## src/rtl/upd_pkg.sv

```systemverilog
`timescale 1ns / 1ps
// ----------------------------------------------------------------------------
// upd_pkg
// Shared constants, types and digit helpers for the URL percent decoder.
// ----------------------------------------------------------------------------
package upd_pkg;

	localparam logic [7:0] CH_PLUS    = 8'h2B;
	localparam logic [7:0] CH_SPACE   = 8'h20;
	localparam logic [7:0] CH_PERCENT = 8'h25;
	localparam logic [7:0] CH_ZERO    = 8'h30;
	localparam logic [7:0] CH_NINE    = 8'h39;
	localparam logic [7:0] CH_LOW_A   = 8'h61;
	localparam logic [7:0] CH_LOW_F   = 8'h66;
	localparam logic [7:0] CH_UP_A    = 8'h41;
	localparam logic [7:0] CH_UP_F    = 8'h46;
	localparam logic [7:0] HEX_TEN    = 8'd10;

	localparam int QueueDepth = 4;

	typedef enum logic [2:0] {
		PH_PLAIN = 3'b001,
		PH_PCT   = 3'b010,
		PH_DIGIT = 3'b100
	} phase_t;

	// One queued command: one or two output bytes for one input beat.
	typedef struct packed {
		logic       two;
		logic [7:0] b0;
		logic [7:0] b1;
		logic       last;
	} cmd_t;

	// {valid, value} for a first digit: 0-9, a-f.
	function automatic logic [4:0] first_val(input logic [7:0] b);
		logic [7:0] d;
		d = 8'h00;
		if (b >= CH_ZERO && b <= CH_NINE) begin
			d = b - CH_ZERO;
			return {1'b1, d[3:0]};
		end else if (b >= CH_LOW_A && b <= CH_LOW_F) begin
			d = b - CH_LOW_A + HEX_TEN;
			return {1'b1, d[3:0]};
		end
		return 5'b0_0000;
	endfunction

	// {valid, value} for a second digit: 0-9, a-f, A-F.
	function automatic logic [4:0] second_val(input logic [7:0] b);
		logic [4:0] f;
		logic [7:0] d;
		f = first_val(b);
		d = 8'h00;
		if (f[4]) begin
			return f;
		end else if (b >= CH_UP_A && b <= CH_UP_F) begin
			d = b - CH_UP_A + HEX_TEN;
			return {1'b1, d[3:0]};
		end
		return 5'b0_0000;
	endfunction

endpackage

```

## src/rtl/url_percent_decoder_top.sv

```systemverilog
`timescale 1ns / 1ps
// ----------------------------------------------------------------------------
// url_percent_decoder_top
// URL percent decoder: raw bytes in, decoded bytes out.
// ----------------------------------------------------------------------------
// Slave channel s_*: one encoded byte per beat, s_tlast on the final byte of
// a string. Master channel m_*: one decoded byte per beat, m_tlast on the
// final beat of the string, m_tuser high on the last beat caused by an input.
// The front half classifies each byte ('+' to space, '%' escapes) and queues
// a command of one or two bytes; the back half drains the queue through a
// registered output stage. Bytes that only advance an escape make no beat.
// An input beat passes through the command queue, then the output register.
// Throughput is one input beat per cycle while the queue has room; a command
// with two bytes holds the back half for both bytes; the queue absorbs it.
// When m_tready is low, output holds and the queue fills; s_tready drops
// only when the queue of QUEUE_DEPTH commands is full.
// Reset clears the escape state, empties the queue and drops m_tvalid.
// ----------------------------------------------------------------------------
module url_percent_decoder_top import upd_pkg::*; #(
	parameter int QUEUE_DEPTH = QueueDepth
) (
	input  logic       clk,
	input  logic       arst_n,
	input  logic       s_tvalid,
	output logic       s_tready,
	input  logic [7:0] s_tdata,   // [7:0] in_byte
	input  logic       s_tlast,   // in_last
	output logic       m_tvalid,
	input  logic       m_tready,
	output logic [7:0] m_tdata,   // [7:0] out_byte
	output logic       m_tlast,   // string_end
	output logic       m_tuser    // [0] run_end
);

	cmd_t cmd, head;
	logic push, pop, full, empty;

	upd_front u_front (
		.clk      (clk),
		.arst_n   (arst_n),
		.in_valid (s_tvalid),
		.in_byte  (s_tdata),
		.in_last  (s_tlast),
		.q_full   (full),
		.in_ready (s_tready),
		.push     (push),
		.cmd      (cmd)
	);

	upd_queue #(
		.DEPTH (QUEUE_DEPTH)
	) u_queue (
		.clk    (clk),
		.arst_n (arst_n),
		.push   (push),
		.wr_cmd (cmd),
		.pop    (pop),
		.head   (head),
		.full   (full),
		.empty  (empty)
	);

	upd_back u_back (
		.clk      (clk),
		.arst_n   (arst_n),
		.head     (head),
		.empty    (empty),
		.pop      (pop),
		.m_tvalid (m_tvalid),
		.m_tready (m_tready),
		.m_tdata  (m_tdata),
		.m_tlast  (m_tlast),
		.m_tuser  (m_tuser)
	);

endmodule

```

## src/rtl/upd_front.sv

```systemverilog
`timescale 1ns / 1ps
// ----------------------------------------------------------------------------
// upd_front
// Accepts raw bytes, tracks the escape phase and issues output commands.
// ----------------------------------------------------------------------------
module upd_front import upd_pkg::*; (
	input  logic       clk,
	input  logic       arst_n,
	input  logic       in_valid,
	input  logic [7:0] in_byte,
	input  logic       in_last,
	input  logic       q_full,
	output logic       in_ready,
	output logic       push,
	output cmd_t       cmd
);

	phase_t     phase_q, phase_d;
	logic [3:0] digit_q, digit_d;
	logic [7:0] b;
	logic [4:0] fv, sv;
	logic       emit;
	logic       accept;

	assign in_ready = !q_full;
	assign accept   = in_valid && in_ready;
	assign push     = accept && emit;

	always_comb begin
		b       = (in_byte == CH_PLUS) ? CH_SPACE : in_byte;
		fv      = first_val(b);
		sv      = second_val(b);
		phase_d = phase_q;
		digit_d = digit_q;
		emit    = 1'b0;
		cmd     = '{two: 1'b0, b0: b, b1: b, last: in_last};
		unique case (phase_q)
			PH_PCT: begin
				if (fv[4]) begin
					if (in_last) begin
						emit   = 1'b1;
						cmd.b0 = {4'h0, fv[3:0]};
					end else begin
						digit_d = fv[3:0];
						phase_d = PH_DIGIT;
					end
				end else begin
					emit   = 1'b1;
					cmd.b0 = CH_PERCENT;
					if (b == CH_PERCENT && !in_last) begin
						phase_d = PH_PCT;
					end else begin
						cmd.two = 1'b1;
						phase_d = PH_PLAIN;
					end
				end
			end
			PH_DIGIT: begin
				emit    = 1'b1;
				cmd.b0  = sv[4] ? {digit_q, sv[3:0]} : {4'h0, digit_q};
				phase_d = PH_PLAIN;
			end
			default: begin
				if (b == CH_PERCENT && !in_last) begin
					phase_d = PH_PCT;
				end else begin
					emit    = 1'b1;
					phase_d = PH_PLAIN;
				end
			end
		endcase
		if (in_last) begin
			phase_d = PH_PLAIN;
			digit_d = 4'h0;
		end
	end

	always_ff @(posedge clk or negedge arst_n) begin
		if (!arst_n) begin
			phase_q <= PH_PLAIN;
			digit_q <= 4'h0;
		end else if (accept) begin
			phase_q <= phase_d;
			digit_q <= digit_d;
		end
	end

endmodule

```

## src/rtl/upd_queue.sv

```systemverilog
`timescale 1ns / 1ps
// ----------------------------------------------------------------------------
// upd_queue
// Small command FIFO between the front and back halves.
// ----------------------------------------------------------------------------
module upd_queue import upd_pkg::*; #(
	parameter int DEPTH = QueueDepth
) (
	input  logic clk,
	input  logic arst_n,
	input  logic push,
	input  cmd_t wr_cmd,
	input  logic pop,
	output cmd_t head,
	output logic full,
	output logic empty
);

	localparam int AW = (DEPTH > 1) ? $clog2(DEPTH) : 1;
	localparam int CW = $clog2(DEPTH + 1);

	cmd_t          mem_q [DEPTH];
	logic [AW-1:0] wr_ptr_q, rd_ptr_q;
	logic [CW-1:0] count_q;

	assign full  = (count_q == CW'(DEPTH));
	assign empty = (count_q == '0);
	assign head  = mem_q[rd_ptr_q];

	always_ff @(posedge clk) begin
		if (push) begin
			mem_q[wr_ptr_q] <= wr_cmd;
		end
	end

	always_ff @(posedge clk or negedge arst_n) begin
		if (!arst_n) begin
			wr_ptr_q <= '0;
			rd_ptr_q <= '0;
			count_q  <= '0;
		end else begin
			if (push) begin
				wr_ptr_q <= (wr_ptr_q == AW'(DEPTH - 1)) ? '0 : wr_ptr_q + 1'b1;
			end
			if (pop) begin
				rd_ptr_q <= (rd_ptr_q == AW'(DEPTH - 1)) ? '0 : rd_ptr_q + 1'b1;
			end
			unique case ({push, pop})
				2'b10:   count_q <= count_q + 1'b1;
				2'b01:   count_q <= count_q - 1'b1;
				default: count_q <= count_q;
			endcase
		end
	end

endmodule

```

## src/rtl/upd_back.sv

```systemverilog
`timescale 1ns / 1ps
// ----------------------------------------------------------------------------
// upd_back
// Drains commands into output beats through a registered output stage.
// ----------------------------------------------------------------------------
module upd_back import upd_pkg::*; (
	input  logic       clk,
	input  logic       arst_n,
	input  cmd_t       head,
	input  logic       empty,
	output logic       pop,
	output logic       m_tvalid,
	input  logic       m_tready,
	output logic [7:0] m_tdata,
	output logic       m_tlast,
	output logic       m_tuser
);

	logic       valid_q;
	logic       second_q;
	logic [7:0] data_q;
	logic       run_end_q;
	logic       str_end_q;
	logic       load;
	logic       first_of_two;

	assign load         = !valid_q || m_tready;
	assign first_of_two = head.two && !second_q;
	assign pop          = load && !empty && !first_of_two;

	assign m_tvalid = valid_q;
	assign m_tdata  = data_q;
	assign m_tlast  = str_end_q;
	assign m_tuser  = run_end_q;

	always_ff @(posedge clk or negedge arst_n) begin
		if (!arst_n) begin
			valid_q  <= 1'b0;
			second_q <= 1'b0;
		end else if (load) begin
			valid_q <= !empty;
			if (!empty) begin
				second_q <= first_of_two;
			end
		end
	end

	always_ff @(posedge clk) begin
		if (load && !empty) begin
			data_q    <= (head.two && second_q) ? head.b1 : head.b0;
			run_end_q <= !first_of_two;
			str_end_q <= !first_of_two && head.last;
		end
	end

endmodule

```

## config.mk

```make
export PLATFORM = sky130hd
export DESIGN_NAME = url_percent_decoder_top
export DESIGN_NICKNAME = d
export VERILOG_FILES = /design/src/rtl/upd_pkg.sv /design/src/rtl/url_percent_decoder_top.sv /design/src/rtl/upd_front.sv /design/src/rtl/upd_queue.sv /design/src/rtl/upd_back.sv
export SDC_FILE = /design/constraint.sdc
export NUM_CORES = 1
export LEC_CHECK = 0
export ABC_AREA = 1
export BUFFER_PORTS_ARGS = -buffer_cell sky130_fd_sc_hd__buf_2
export CORE_ASPECT_RATIO = 0.9
export CORE_MARGIN = 3
export CORE_UTILIZATION = 37
export DETAILED_ROUTE_END_ITERATION = 6
export PLACE_DENSITY = 0.59
export REMOVE_ABC_BUFFERS = 1
export SYNTH_ARGS = -nofsm -noshare
export SYNTH_HDL_FRONTEND = slang
export SYNTH_SLANG_ARGS = --single-unit
```

## constraint.sdc

```tcl
create_clock -name clk -period 4.07 [get_ports clk]
set_input_delay 0.2035 -clock clk [delete_from_list [all_inputs] [get_ports clk]]
set_output_delay 0.2035 -clock clk [all_outputs]
set_load 0.1 [all_outputs]
```

* Word-level counts from Yosys, hierarchy flattened *
Memories as Yosys holds them, arrays and structs flattened.
Index checks and enable logic that the tools add are counted.

operators by class
  equal/unequal tests = 9
  add/sub/neg operators = 9
  multiplexer cells = 34
  reductions and logical operators = 24
  bitwise operators = 1
  order comparisons = 6

operators with widths
  operator                                                               number
  8-bit 2-to-1 mux                                                       5
  5-bit 2-to-1 mux                                                       6
  8-bit by 6-bit equality test with 1-bit output, second input constant  2
  8-bit by 7-bit >= comparator with 1-bit output, second input constant  2
  8-bit by 7-bit <= comparator with 1-bit output, second input constant  2
  8-bit one-hot mux with 2 select lines                                  1
  4-bit 2-to-1 mux                                                       3
  3-bit one-hot mux with 2 select lines                                  2
  4-bit by 1-bit subtractor with 4-bit output, second input constant     3
  1-bit logical AND                                                      11
  1-bit 2-to-1 mux                                                       11
  4-bit adder, second input constant                                     2
  8-bit by 6-bit >= comparator with 1-bit output, second input constant  1
  8-bit by 6-bit <= comparator with 1-bit output, second input constant  1
  2-bit equality test, second input constant                             3
  3-bit equality test, second input constant                             2
  1-bit zero test                                                        6
  2-bit 2-to-1 mux                                                       3
  3-bit 2-to-1 mux                                                       2
  2-bit nonzero test                                                     3
  2-bit by 1-bit adder with 2-bit output, second input constant          2
  3-bit by 1-bit adder with 3-bit output, second input constant          1
  3-bit by 2-bit equality test with 1-bit output, second input constant  1
  3-bit zero test                                                        1
  7 further kinds                                                        7

storage, ports and cells
  logic and storage cells = 94
  input port bits = 13
  output and inout bits = 12
  memories = 1
  bits in writable memories = 72
  flip-flop bits (word level) = 26

memory list
  name           depth  width  rd ports  clocked after Yosys merged registers in  write ports  RTL line         text
  u_queue.mem_q  4      18     1         0                                        1            upd_queue.sv:22  cmd_t mem_q [DEPTH];

* Logic depth before layout (Yosys ltp) *
Gate-level depths: netlist of run 1.

  depth after elaboration = 12
  gate-level depth with buffers = 17
  gate-level depth less buffers = 17

* Modules after synthesis *
A second synthesis of run 1 with hierarchy kept.

unflattened totals
  cell total of the unflattened synthesis = 486
  area, all modules = 4946.0 um^2

modules (own cells, without submodules)
  module     cells each  times used  seq. area each (um^2)  area an instance (um^2)
  upd_queue  262         1           2337.2                 3337.0
  upd_front  170         1           176.4                  1064.8
  upd_back   54          1           350.3                  544.3

* Worst setup path after synthesis of run 1 *
Ideal clock, no wire load.

  path type = register -> register
  start point = register u_queue.count_q[0]
  end point = memory u_queue.mem_q[0][0] (netlist bit) (enable)
  clock period less this slack = 2.999 ns
  arrival time = 2.606 ns
  setup time = 0.393 ns
  required time = 3.677 ns
  path buffers = 0
  path slack = 1.071 ns
  stages on the path, launching flop included = 7
  cell sequence = dfrtp_1 > inv_1 > nand3_1 > nand2_1 > a21oi_2 > nand2_8 > nor2_1

between the ends
  word-level cells in the longest chain between the ends = 6

ends and longest elaborated chain
  item                                    RTL line                       text
  from (decl)                             upd_queue.sv:24                logic [CW-1:0] count_q;
  from (signal assigned)                  upd_queue.sv:49                2'b10: count_q <= count_q + 1'b1;
  from (signal assigned)                  upd_queue.sv:50                2'b01: count_q <= count_q - 1'b1;
  from (signal assigned)                  upd_queue.sv:51                default: count_q <= count_q;
  3-bit equality test                     upd_queue.sv:26                assign full = (count_q == CW'(DEPTH));
  1-bit zero test                         upd_front.sv:25                assign in_ready = !q_full;
  net s_tready                            url_percent_decoder_top.sv:25  output logic s_tready,
  1-bit logical AND                       upd_front.sv:26                assign accept = in_valid && in_ready;
  1-bit logical AND                       upd_front.sv:27                assign push = accept && emit;
  1-bit 2-to-1 mux                        upd_queue.sv:31                if (push) begin
  1-bit 2-to-1 mux (not written as such)  upd_queue.sv:32                mem_q[wr_ptr_q] <= wr_cmd;
  to (decl)                               upd_queue.sv:22

The timed path passes the listed nets, and every way through them passes these cells.

* Worst setup path after layout of run 1 *
  start point = register u_queue.rd_ptr_q[1]
  end point = register u_queue.count_q[2]

between the ends
  word-level cells in the longest chain between the ends = 6
  elaborated cells between the ends (all ways) = 8
  classes of those cells = 2 x eq/ne; 1 x mux; 4 x reduce/logical; 1 x memory

ends and longest elaborated chain
  item                                                                                          RTL line                       text
  from (decl)                                                                                   upd_queue.sv:23                logic [AW-1:0] wr_ptr_q, rd_ptr_q;
  from (signal assigned)                                                                        upd_queue.sv:46                rd_ptr_q <= (rd_ptr_q == AW'(DEPTH - 1)) ? '0 : rd_ptr_q + 1'b1;
  memory 4 x 18 bit *                                                                           --
  1-bit logical AND *                                                                           upd_back.sv:28                 assign first_of_two = head.two && !second_q;
  1-bit zero test *                                                                             upd_back.sv:29                 assign pop = load && !empty && !first_of_two;
  1-bit logical AND *                                                                           upd_back.sv:29
  net pop                                                                                       url_percent_decoder_top.sv:36  logic push, pop, full, empty;
  2-bit by 1-bit equality test with 1-bit output / 2-bit equality test (equally long branches)  upd_queue.sv:48                unique case ({push, pop})
  3-bit one-hot mux with 2 select lines / 2-bit nonzero test (equally long branches)            --

The timed path passes the listed nets; every way through them passes the cells marked *.
A chain may end at the register's enable or synchronous reset.

==> results of run 1 <==
kinds of logic after synthesis:
kind of cell | count (synthesis) | synth area share
XOR/XNOR | 2 | 0.00378
buffers and inverters | 61 | 0.0496
AO/OA/AOI/OAI | 75 | 0.0903
adder cells (fa/ha/maj) | 10 | 0.0286
flip-flops | 98 | 0.617
AND/OR/NAND/NOR | 200 | 0.211
final timing paths:
check | from | to | slack (ns)
max in group asynchronous | arst_n | u_front.phase_q[0] | 3.44
max | u_queue.rd_ptr_q[1] | u_queue.count_q[2] | 1.35
min in group asynchronous | arst_n | u_queue.wr_ptr_q[0] | 0.31
max reg2reg | u_queue.rd_ptr_q[1] | u_queue.count_q[2] | 1.35
min reg2reg | u_queue.count_q[1] | u_queue.count_q[1] | 0.48
min | m_tready | u_back.m_tvalid | 0.05
sequential cells by signal, indices dropped and copies added (netlist names):
| register | cells |
|---|---|
| u_back.m_tdata | 8 |
| u_back.m_tlast | 1 |
| u_back.m_tuser | 1 |
| u_back.m_tvalid | 1 |
| u_back.second_q | 1 |
| u_front.digit_q | 4 |
| u_front.phase_q | 3 |
| u_queue.count_q | 3 |
| u_queue.mem_q | 72 |
| u_queue.rd_ptr_q | 2 |
| u_queue.wr_ptr_q | 2 |
power breakdown:
| group | internal (W) | switching [W] |
|---|---|---|
| Clock | 0.000497 | 0.000357 |
| Sequential | 0.00138 | 0.0000999 |
| Combinational | 0.000344 | 0.00111 |
| Total | 0.00222 | 0.00156 |
metal layers:
metal  track usage  vias up  wire length, um
li1              -     1581                -
met1         0.216     1506             5040
met2         0.232       72             4480
met3        0.0388       12              416
met4        0.0423        0              147
met5             0        -                0
area by class of cell:
cell class	instances	area (um^2)
fillers	1165	6900
flip-flops and latches	98	2860
multi-input cells	287	1550
clock buffers	11	243
well taps	160	200
repair buffers	33	190
inverters	44	165
clock inverters	5	62.6
worst max-delay path, cell delays in order, from the launching register on:
cell and delay [ns]:
sky130_fd_sc_hd__dfrtp_1 0.85, sky130_fd_sc_hd__inv_1 0.12, sky130_fd_sc_hd__o21ai_0 0.12, sky130_fd_sc_hd__o22ai_1 0.13, sky130_fd_sc_hd__nand2_1 0.11, sky130_fd_sc_hd__nand2_1 0.06
sky130_fd_sc_hd__inv_1 0.14, sky130_fd_sc_hd__ha_1 0.17, sky130_fd_sc_hd__inv_1 0.07, sky130_fd_sc_hd__fa_1 0.43, sky130_fd_sc_hd__a21oi_1 0.14, sky130_fd_sc_hd__o21ai_0 0.11
sky130_fd_sc_hd__xor2_1 0.15
cells in the mapped netlist (2+ instances only):
cell,number
sky130_fd_sc_hd__nand2_8,2
sky130_fd_sc_hd__o22ai_1,10
sky130_fd_sc_hd__nand3_1,26
sky130_fd_sc_hd__a21oi_1,4
sky130_fd_sc_hd__o21ai_1,2
sky130_fd_sc_hd__a21oi_2,2
sky130_fd_sc_hd__inv_2,6
sky130_fd_sc_hd__o21ai_0,45
sky130_fd_sc_hd__a31oi_1,9
sky130_fd_sc_hd__dfrtp_1,15
sky130_fd_sc_hd__inv_1,37
sky130_fd_sc_hd__nand2_1,62
sky130_fd_sc_hd__nor3_4,2
sky130_fd_sc_hd__clkbuf_1,16
sky130_fd_sc_hd__nor3_1,4
sky130_fd_sc_hd__edfxtp_1,82
sky130_fd_sc_hd__nor2_2,4
sky130_fd_sc_hd__nand2_2,3
sky130_fd_sc_hd__nand2_4,5
sky130_fd_sc_hd__nor2_1,77
sky130_fd_sc_hd__nand4_1,9
sky130_fd_sc_hd__ha_1,9
sky130_fd_sc_hd__nand3_2,2
metrics by stage:
step,setup slack (ns),instances
floorplan,0.701,429
global placement,1.36,621
detailed placement,1.29,621
CTS,1.37,638
global route,1.12,638
finish,1.35,638
==> impl_table.tex, run 1 <==
\begin{tabular}{lr}
\hline
Metric & Value \\
\hline
\multicolumn{2}{l}{\textbf{CTS}} \\
\quad Quantity of hold-fixing buffers added after cts & 1 \\
\quad Clk Tree Root Cell & sky130\_fd\_sc\_hd\_\_clkbuf\_16 \\
\quad Clock buffer count from CTS & 9 \\
\quad TritonCTS clock tree & built \\
\quad CTS H-tree depth & 3 \\
\quad Post\_cts resized & 0 \\
\quad Post-CTS setup-driven buffer insertion count & 0 \\
\quad Worst-skew pair later-pin latency & 0.34 ns \\
\quad Largest buffer count on any clock path & 2 \\
\quad TritonCTS Sinks & 98 \\
\quad Clock transition at the registers of the reported paths & 0.06 ns \\
\multicolumn{2}{l}{\textbf{Run}} \\
\quad Count of maximum capacitance violations & 0 \\
\multicolumn{2}{l}{\textbf{STA}} \\
\quad Final Skew & 0.00549 ns \\
\quad Final Critical Period & 2.72 ns \\
\quad Setup total negative slack & 0 ns \\
\quad Final Setup Violations & 0 \\
\quad Worst slew pin tran & 0.790 ns \\
\quad Top achievable clock speed & 0.367 GHz \\
\quad Final-report hold violation count & 0 \\
\quad Final worst hold slack & 0.0548 ns \\
\quad Pins Over Slew Limit & 0 \\
\quad Headroom to the max-slew limit & 0.473 \\
\quad Final worst path period share & 0.669 \\
\quad RSZ-0062 raised after global routing & false \\
\multicolumn{2}{l}{\textbf{Drt}} \\
\quad WL/cell & 15.8 um \\
\quad DRT antenna net count & 0 \\
\quad Detailed-route DRC error count & 0 \\
\quad Routed via count & 3171 \\
\quad Iteration-0 DRC Markers & 182 \\
\quad Drt via density & 4.97 \\
\quad Routed wire length & 10100 um \\
\quad Number of optimization iterations in the first detailed-route pass & 4 \\
\multicolumn{2}{l}{\textbf{Synthesis}} \\
\quad Area contributors post-synth & sky130\_fd\_sc\_hd\_\_edfxtp\_1 53\%, sky130\_fd\_sc\_hd\_\_dfrtp\_1 8.1\%, sky130\_fd\_sc\_hd\_\_nor2\_1 6.2\% \\
\quad Register area share after synthesis & 0.617 \\
\quad Cell area after technology mapping & 4640 um\^{}2 \\
\quad Mean Syn Cell Area & 10.4 um\^{}2 \\
\quad Most instantiated flip-flop cell in the synthesis netlist & sky130\_fd\_sc\_hd\_\_edfxtp\_1 \\
\quad Cells after synthesis & 446 \\
\quad Ys Warns & 0 \\
\quad Async set-reset flop share out of synthesis & 0.163 \\
\quad Unique cell type count in the Yosys netlist & 36 \\
\quad Cell taking the most area after synthesis & sky130\_fd\_sc\_hd\_\_edfxtp\_1 \\
\quad Area share of the largest cell type after synthesis & 0.531 \\
\quad Number of synthesized flops with an enable pin & 82 \\
\quad Number of synthesized register bits & 98 \\
\multicolumn{2}{l}{\textbf{Min path}} \\
\quad HP Class & input pin to flip-flop \\
\quad Number of cells traversed by the worst hold path & 2 \\
\multicolumn{2}{l}{\textbf{Final layout}} \\
\quad Fraction of final layout cells sized beyond drive strength 1 & 0.165 \\
\quad Antenna fix cells & 0 \\
\quad Count of nets after finishing & 496 \\
\quad Commonest non-fill, non-tap cell in the layout & sky130\_fd\_sc\_hd\_\_edfxtp\_1 \\
\quad Area of all placed cells without fillers & 5270 um\^{}2 \\
\quad Leading cell types in the layout, fill and taps excluded & 82 x sky130\_fd\_sc\_hd\_\_edfxtp\_1, 77 x sky130\_fd\_sc\_hd\_\_nor2\_1, 62 x sky130\_fd\_sc\_hd\_\_nand2\_1 \\
\quad Final standard cell utilization of the core & 0.433 \\
\quad Layout Area Growth over Synthesis & 13.6\% \\
\multicolumn{2}{l}{\textbf{Power}} \\
\quad PD cells & 718 nW/um\^{}2 \\
\quad Overall power consumption & 0.00379 W \\
\quad Largest vdd supply drop & 0.000243 V \\
\quad Leakage power & 2.11 nW \\
\multicolumn{2}{l}{\textbf{Die}} \\
\quad DIE HEIGHT & 112 um \\
\quad Effective utilization at floorplan & 0.381 \\
\quad Full die area & 13900 um\^{}2 \\
\quad Boundary Pins & 25 \\
\quad Area of the placeable core & 12200 um\^{}2 \\
\quad Num rows & 38 \\
\quad Die X & 124 um \\
\multicolumn{2}{l}{\textbf{Place}} \\
\quad Placed Instance Area & 4960 um\^{}2 \\
\quad Weighted congestion at the end of routability-driven global placement & 0.884 \\
\quad Quantity of I/O buffers inserted on ports & 24 \\
\quad HPWL reported at the end of detailed placement & 6710 um \\
\multicolumn{2}{l}{\textbf{Worst setup path}} \\
\quad Signal arrival time at the worst endpoint & 2.94 ns \\
\quad Cell depth of the worst flop-to-flop path & 12 \\
\quad Worst-path fanout max & 20 \\
\quad Worst Setup End Kind & flip-flop \\
\quad Kind of start point of the critical path & flip-flop \\
\quad WP data required & 4.29 ns \\
\quad Type of the worst setup path & flip-flop to flip-flop \\
\multicolumn{2}{l}{\textbf{Global routing}} \\
\quad Gr usage total & 0.152 \\
\quad First-pass GRT wire length & 16000 um \\
\quad Antenna violations before repair & 0 \\
\quad Overflow left after global routing & 0 \\
\quad Vias in the first global route & 3002 \\
\quad Largest net degree at the start of global routing & 35 \\
\multicolumn{2}{l}{\textbf{Outcome}} \\
\quad Result of the run & finished clean \\
\hline
\end{tabular}
(Power assumes the default switching activity.)
==> inputs of run 2 (changes only) <==
- clock period: 4.07 -> 2.71 ns (I/O delays scaled with it)
==> run 2 against run 1 <==
Clock skew is 0.0059 ns higher; via count is 1.5% higher; critical path type unchanged; sequential power is 47% higher; critical endpoint unchanged; non-clock buffer count is 12 higher.
==> impl_table.tex, run 2 (synthesized netlist as in run 1, its figures left out) <==
\begin{tabular}{lr}
\hline
Metric & Value \\
\hline
\multicolumn{2}{l}{\textbf{CTS}} \\
\quad TritonCTS clock tree & built \\
\quad Largest buffer count on any clock path & 2 \\
\quad Worst-skew pair later-pin latency & 0.34 ns \\
\quad TritonCTS Sinks & 98 \\
\quad Clock buffer count from CTS & 9 \\
\quad CTS H-tree depth & 3 \\
\quad Clock transition at the registers of the reported paths & 0.07 ns \\
\quad Clk Tree Root Cell & sky130\_fd\_sc\_hd\_\_clkbuf\_16 \\
\multicolumn{2}{l}{\textbf{Min path}} \\
\quad HP Class & input pin to flip-flop \\
\quad Number of cells traversed by the worst hold path & 2 \\
\multicolumn{2}{l}{\textbf{Worst setup path}} \\
\quad Cell depth of the worst flop-to-flop path & 12 \\
\quad Kind of start point of the critical path & flip-flop \\
\quad WP data required & 2.93 ns \\
\quad Worst Setup End Kind & flip-flop \\
\quad Worst-path fanout max & 7 \\
\quad Type of the worst setup path & flip-flop to flip-flop \\
\quad Signal arrival time at the worst endpoint & 2.64 ns \\
\multicolumn{2}{l}{\textbf{Global routing}} \\
\quad Antenna violations before repair & 0 \\
\quad Vias in the first global route & 3098 \\
\quad Overflow left after global routing & 0 \\
\quad Gr usage total & 0.157 \\
\quad Largest net degree at the start of global routing & 36 \\
\quad First-pass GRT wire length & 16700 um \\
\multicolumn{2}{l}{\textbf{Final layout}} \\
\quad Number of standard cells in the layout, taps in and fillers out & 649 \\
\quad Antenna fix cells & 0 \\
\quad Layout Area Growth over Synthesis & 16.3\% \\
\quad Area of all placed cells without fillers & 5400 um\^{}2 \\
\quad Flip-flop count of the largest register, all copies and words added & 72 \\
\quad Fillcell total & 1161 \\
\quad Register with the most flip-flops & u\_queue.mem\_q \\
\quad Sequential cell area & 2860 um\^{}2 \\
\quad Leading cell types in the layout, fill and taps excluded & 82 x sky130\_fd\_sc\_hd\_\_edfxtp\_1, 77 x sky130\_fd\_sc\_hd\_\_nor2\_1, 62 x sky130\_fd\_sc\_hd\_\_nand2\_1 \\
\quad Fraction of final layout cells sized beyond drive strength 1 & 0.182 \\
\quad Area taken by multi-input logic gates & 1550 um\^{}2 \\
\quad Final standard cell utilization of the core & 0.443 \\
\quad Commonest non-fill, non-tap cell in the layout & sky130\_fd\_sc\_hd\_\_edfxtp\_1 \\
\quad Count of nets after finishing & 508 \\
\multicolumn{2}{l}{\textbf{Die}} \\
\quad DIE HEIGHT & 112 um \\
\quad Num rows & 38 \\
\quad Die X & 124 um \\
\quad Effective utilization at floorplan & 0.381 \\
\quad Boundary Pins & 25 \\
\quad Full die area & 13900 um\^{}2 \\
\quad Area of the placeable core & 12200 um\^{}2 \\
\multicolumn{2}{l}{\textbf{Drt}} \\
\quad Iteration-0 DRC Markers & 252 \\
\quad WL/cell & 16.0 um \\
\quad Routed wire length & 10400 um \\
\quad Drt via density & 4.96 \\
\quad Number of optimization iterations in the first detailed-route pass & 4 \\
\quad DRT antenna net count & 0 \\
\quad Routed via count & 3217 \\
\quad Detailed-route DRC error count & 0 \\
\multicolumn{2}{l}{\textbf{STA}} \\
\quad Final Critical Period & 2.42 ns \\
\quad Headroom to the max-slew limit & 0.559 \\
\quad Final Skew & 0.0114 ns \\
\quad Worst slew pin tran & 0.660 ns \\
\quad Top achievable clock speed & 0.414 GHz \\
\quad Final Setup Violations & 0 \\
\quad RSZ-0062 raised after global routing & false \\
\quad Final worst path period share & 0.892 \\
\quad Final-report hold violation count & 0 \\
\quad Pins Over Slew Limit & 0 \\
\multicolumn{2}{l}{\textbf{Outcome}} \\
\quad Result of the run & finished clean \\
\multicolumn{2}{l}{\textbf{Power}} \\
\quad Leakage power & 2.19 nW \\
\quad PD cells & 1090 nW/um\^{}2 \\
\quad Switching pwr & 0.00237 W \\
\quad Logic gate share of total power & 0.385 \\
\quad Switch share & 0.402 \\
\quad Sequential power share & 0.370 \\
\quad Largest vdd supply drop & 0.000376 V \\
\quad Clock network fraction of total power & 0.245 \\
\quad Internal power contribution & 0.00353 W \\
\multicolumn{2}{l}{\textbf{Run}} \\
\quad Count of maximum capacitance violations & 0 \\
\multicolumn{2}{l}{\textbf{Place}} \\
\quad Weighted congestion at the end of routability-driven global placement & 0.905 \\
\quad Placed Instance Area & 5030 um\^{}2 \\
\quad Cell count after placement & 631 \\
\quad HPWL reported at the end of detailed placement & 6980 um \\
\quad Quantity of I/O buffers inserted on ports & 24 \\
\hline
\end{tabular}
[run 2: final timing paths]
check,start,end,slack (ns)
max in group asynchronous,arst_n,u_front.phase_q[0],2.16
setup / recovery,u_queue.rd_ptr_q[0],u_queue.count_q[2],0.29
setup reg to reg,u_queue.rd_ptr_q[0],u_queue.count_q[2],0.29
min in group asynchronous,arst_n,u_front.digit_q[1],0.24
hold reg to reg,u_queue.count_q[0],u_queue.count_q[0],0.48
hold / removal,s_tdata[6],u_queue.mem_q[2][7],0.18
[run 2: metrics by stage]
| stage | TNS (ns) | power (W) | hold slack (ns) | setup slack (ns) |
|---|---|---|---|---|
| finish | 0 | 0.00590 | 0.176 | 0.292 |
| global route | 0 | 0.00625 | 0.180 | 0.0989 |
| CTS | 0 | 0.00597 | 0.165 | 0.181 |
| detailed placement | 0 | 0.00451 | 0.0763 | 0.0975 |
| global placement | 0 | 0.00447 | 0.0763 | 0.138 |
| floorplan | -21.95 | 0.00388 | -0.160 | -0.659 |
[run 2: final cells by class]
type                            instances  share of cell area
Multi-Input combinational cell        287               0.287
Sequential cell                        98               0.531
Timing Repair Buffer                   45              0.0524
Inverter                               44              0.0306
Clock buffer                            9              0.0417
Tap cell                              160              0.0371
Clock inverter                          6              0.0211
[run 2: power by group through the flow]
stage / combinational, W / clock (W) / sequential [W]
3_3_place_gp: 0.00226 / 0 / 0.00221
2_1_floorplan: 0.000995 / 0 / 0.00288
3_5_place_dp: 0.00229 / 0 / 0.00222
4_1_cts: 0.00230 / 0.00148 / 0.00219
6_report: 0.00227 / 0.00145 / 0.00218
5_1_grt: 0.00250 / 0.00154 / 0.00222
[run 2: timing repair]
action	4_1_cts	5_1_grt
hold buffers	2	0
endpoints found under the hold margin	16	0
gates resized for setup	0	0
buffers inserted	0	1
endpoints found under the setup margin	0	1
[run 2: worst max-delay path, stage by stage (launching register included)]
cell and delay (ns):
sky130_fd_sc_hd__dfrtp_1 0.46, sky130_fd_sc_hd__clkinv_1 0.14, sky130_fd_sc_hd__o21ai_0 0.18, sky130_fd_sc_hd__o22ai_1 0.12, sky130_fd_sc_hd__nand2_1 0.11, sky130_fd_sc_hd__nand2_1 0.06
sky130_fd_sc_hd__inv_1 0.15, sky130_fd_sc_hd__ha_1 0.17, sky130_fd_sc_hd__inv_1 0.07, sky130_fd_sc_hd__fa_1 0.43, sky130_fd_sc_hd__a21oi_1 0.14, sky130_fd_sc_hd__o21ai_0 0.11
sky130_fd_sc_hd__xor2_1 0.15
[run 2: routing by layer]
| layer | share of wire | GRT usage | routed length, um | vias up |
|---|---|---|---|---|
| met1 | 0.48 | 0.230 | 5010 | 1524 |
| met5 | 0 | 0 | 0 | - |
| li1 | - | - | - | 1609 |
| met4 | 0.0082 | 0.0416 | 85 | 0 |
| met3 | 0.057 | 0.0363 | 593 | 6 |
| met2 | 0.45 | 0.236 | 4720 | 78 |
==> inputs of run 3 (changes only) <==
- CORE_ASPECT_RATIO: 0.9 -> default
- SLEW_MARGIN: default -> 20
==> run 3 against run 2 <==
Combinational power about the same; die area hardly changed; register-to-register slack got worse by 0.05 ns; fmax fell by 1.8%; worst setup slack lost 0.045 ns; flip-flop and latch count stayed put; final cell count rose by 0.77%; wire length is 4.8% lower; worst hold slack got worse by 0.11 ns; global-route usage decreased by 0.63 points; highest routed layer unchanged.
==> impl_table.tex, run 3 (synthesized netlist as in run 1, its figures left out) <==
\begin{tabular}{lr}
\hline
Metric & Value \\
\hline
\multicolumn{2}{l}{\textbf{STA}} \\
\quad Final-report hold violation count & 0 \\
\quad Final Skew & 0.00829 ns \\
\quad Worst slew pin tran & 0.639 ns \\
\quad Top achievable clock speed & 0.406 GHz \\
\quad Final Setup Violations & 0 \\
\quad RSZ-0062 raised after global routing & false \\
\quad Final Critical Period & 2.46 ns \\
\quad Setup total negative slack & 0 ns \\
\quad Pins Over Slew Limit & 0 \\
\quad Headroom to the max-slew limit & 0.573 \\
\quad Final worst path period share & 0.909 \\
\multicolumn{2}{l}{\textbf{Global routing}} \\
\quad Largest net degree at the start of global routing & 25 \\
\quad First-pass GRT wire length & 16300 um \\
\quad Gr usage total & 0.151 \\
\quad Vias in the first global route & 3053 \\
\quad Overflow left after global routing & 0 \\
\quad Antenna violations before repair & 0 \\
\multicolumn{2}{l}{\textbf{Run}} \\
\quad Count of maximum capacitance violations & 0 \\
\multicolumn{2}{l}{\textbf{Worst setup path}} \\
\quad Category of cells accounting for the largest share of critical-path delay & adder cells \\
\quad Worst Setup End Kind & flip-flop \\
\quad Type of the worst setup path & flip-flop to flip-flop \\
\quad Signal arrival time at the worst endpoint & 2.73 ns \\
\quad Largest stage delay on the critical path & 0.40 ns \\
\quad CP max-delay cell & sky130\_fd\_sc\_hd\_\_fa\_1 \\
\quad Kind of start point of the critical path & flip-flop \\
\quad Most common cell on crit path & sky130\_fd\_sc\_hd\_\_inv\_1 \\
\quad Bufs and invs on worst path & 4 \\
\quad Ordered list of cells on the worst path & inv\_1 -> nor3\_4 -> inv\_1 -> nand2\_1 -> inv\_1 -> a21oi\_2 -> nand2\_8 -> ha\_1 -> inv\_1 -> fa\_1 -> o21ai\_0 \\
\quad Worst-path fanout max & 10 \\
\quad WP data required & 2.98 ns \\
\multicolumn{2}{l}{\textbf{Die}} \\
\quad Full die area & 13900 um\^{}2 \\
\quad Boundary Pins & 25 \\
\quad Num rows & 40 \\
\quad DIE HEIGHT & 118 um \\
\quad Die X & 118 um \\
\quad Effective utilization at floorplan & 0.383 \\
\quad Area of the placeable core & 12100 um\^{}2 \\
\multicolumn{2}{l}{\textbf{Final layout}} \\
\quad Fraction of final layout cells sized beyond drive strength 1 & 0.175 \\
\quad Count of nets after finishing & 504 \\
\quad Final standard cell utilization of the core & 0.443 \\
\quad Layout Area Growth over Synthesis & 15.7\% \\
\quad Leading cell types in the layout, fill and taps excluded & 82 x sky130\_fd\_sc\_hd\_\_edfxtp\_1, 77 x sky130\_fd\_sc\_hd\_\_nor2\_1, 62 x sky130\_fd\_sc\_hd\_\_nand2\_1 \\
\quad Register with the most flip-flops & u\_queue.mem\_q \\
\quad Antenna fix cells & 0 \\
\quad Commonest non-fill, non-tap cell in the layout & sky130\_fd\_sc\_hd\_\_edfxtp\_1 \\
\quad Flip-flop count of the largest register, all copies and words added & 72 \\
\multicolumn{2}{l}{\textbf{CTS}} \\
\quad Clock transition at the registers of the reported paths & 0.07 ns \\
\quad CTS H-tree depth & 3 \\
\quad Largest buffer count on any clock path & 2 \\
\quad TritonCTS clock tree & built \\
\quad Worst-skew pair later-pin latency & 0.35 ns \\
\quad TritonCTS Sinks & 98 \\
\quad Clock buffer count from CTS & 9 \\
\quad Post-CTS setup-driven buffer insertion count & 0 \\
\quad Post\_cts resized & 0 \\
\quad Clk Tree Root Cell & sky130\_fd\_sc\_hd\_\_clkbuf\_16 \\
\multicolumn{2}{l}{\textbf{Drt}} \\
\quad Iteration-0 DRC Markers & 247 \\
\quad Routed wire length & 9900 um \\
\quad WL/cell & 15.1 um \\
\quad Detailed-route DRC error count & 0 \\
\quad Number of optimization iterations in the first detailed-route pass & 5 \\
\quad DRT antenna net count & 0 \\
\quad Drt via density & 4.85 \\
\quad Routed via count & 3173 \\
\multicolumn{2}{l}{\textbf{Outcome}} \\
\quad Result of the run & finished clean \\
\multicolumn{2}{l}{\textbf{Power}} \\
\quad PD cells & 1090 nW/um\^{}2 \\
\quad Leakage power & 2.16 nW \\
\quad Largest vdd supply drop & 0.000316 V \\
\multicolumn{2}{l}{\textbf{Place}} \\
\quad Weighted congestion at the end of routability-driven global placement & 0.893 \\
\quad Quantity of I/O buffers inserted on ports & 24 \\
\quad HPWL reported at the end of detailed placement & 6800 um \\
\multicolumn{2}{l}{\textbf{Min path}} \\
\quad HP Class & input pin to flip-flop \\
\hline
\end{tabular}
## run 3: cell count changes in the layout (fill, tap and decap cells not counted), sizes merged
cell / before / now
inv: 45 / 43
clkinv: 2 / 5
buf: 43 / 39
## run 3: metal layers
layer | vias up | global-route usage | wire, um
met4 | 0 | 0.0740 | 208
met2 | 63 | 0.238 | 4780
li1 | 1598 | - | -
met1 | 1498 | 0.205 | 4540
met5 | - | 0 | 0
met3 | 14 | 0.0211 | 366
## run 3: power breakdown
part	internal, W	switching, W	total (W)
combinational	0.000548	0.00169	0.00224
sequential	0.00208	0.000113	0.00219
clock	0.000892	0.000536	0.00143
total	0.00352	0.00234	0.00586
## run 3: final timing paths
kind                            cells after the start  slack, ns          startpoint                  end
worst max register to register                     11       0.25  u_front.phase_q[2]   u_queue.count_q[1]
worst min register to register                      1       0.48  u_queue.count_q[0]   u_queue.count_q[0]
min in group asynchronous                           2       0.24              arst_n  u_queue.wr_ptr_q[0]
worst min-delay path                                1       0.06          s_tdata[4]  u_queue.mem_q[2][5]
worst max-delay path                               11       0.25  u_front.phase_q[2]   u_queue.count_q[1]
max in group asynchronous                           2       2.16              arst_n   u_front.phase_q[0]
## run 3: repair_timing
item / 4_1_cts / 5_1_grt
hold endpoints to repair: 16 / 0
setup endpoints to repair: 0 / 0
hold buffers: 2 / 0
## run 3: layout make-up
class	count	area, um^2
Multi-Input combinational cell	287	1550
Timing Repair Buffer	41	253
Sequential cell	98	2860
Fill cell	1178	6740
Tap cell	168	210
Inverter	44	165
Clock buffer	9	225
Clock inverter	7	108
## run 3: worst register-to-register path, stage by stage (launching register included)
cell and delay, ns:
sky130_fd_sc_hd__dfrtp_1 0.39, sky130_fd_sc_hd__inv_1 0.09, sky130_fd_sc_hd__nor3_4 0.32, sky130_fd_sc_hd__inv_1 0.11
sky130_fd_sc_hd__nand2_1 0.15, sky130_fd_sc_hd__inv_1 0.10, sky130_fd_sc_hd__a21oi_2 0.25, sky130_fd_sc_hd__nand2_8 0.10
sky130_fd_sc_hd__ha_1 0.20, sky130_fd_sc_hd__inv_1 0.10, sky130_fd_sc_hd__fa_1 0.40, sky130_fd_sc_hd__o21ai_0 0.16
## run 3: stage by stage
| stage | hold WS (ns) | power, W | std cells | instance area (um^2) | worst slack (ns) |
|---|---|---|---|---|---|
| CTS | 0.0556 | 0.00592 | 654 | 5370 | 0.231 |
| finish | 0.0647 | 0.00586 | 654 | 5370 | 0.247 |
| global placement | 0.0848 | 0.00446 | 636 | 5020 | 0.121 |
| global route | 0.0783 | 0.00621 | 654 | 5370 | 0.00548 |
| floorplan | -0.160 | 0.00388 | 429 | 4580 | -0.659 |
| detailed placement | 0.0828 | 0.00448 | 636 | 5020 | 0.0718 |
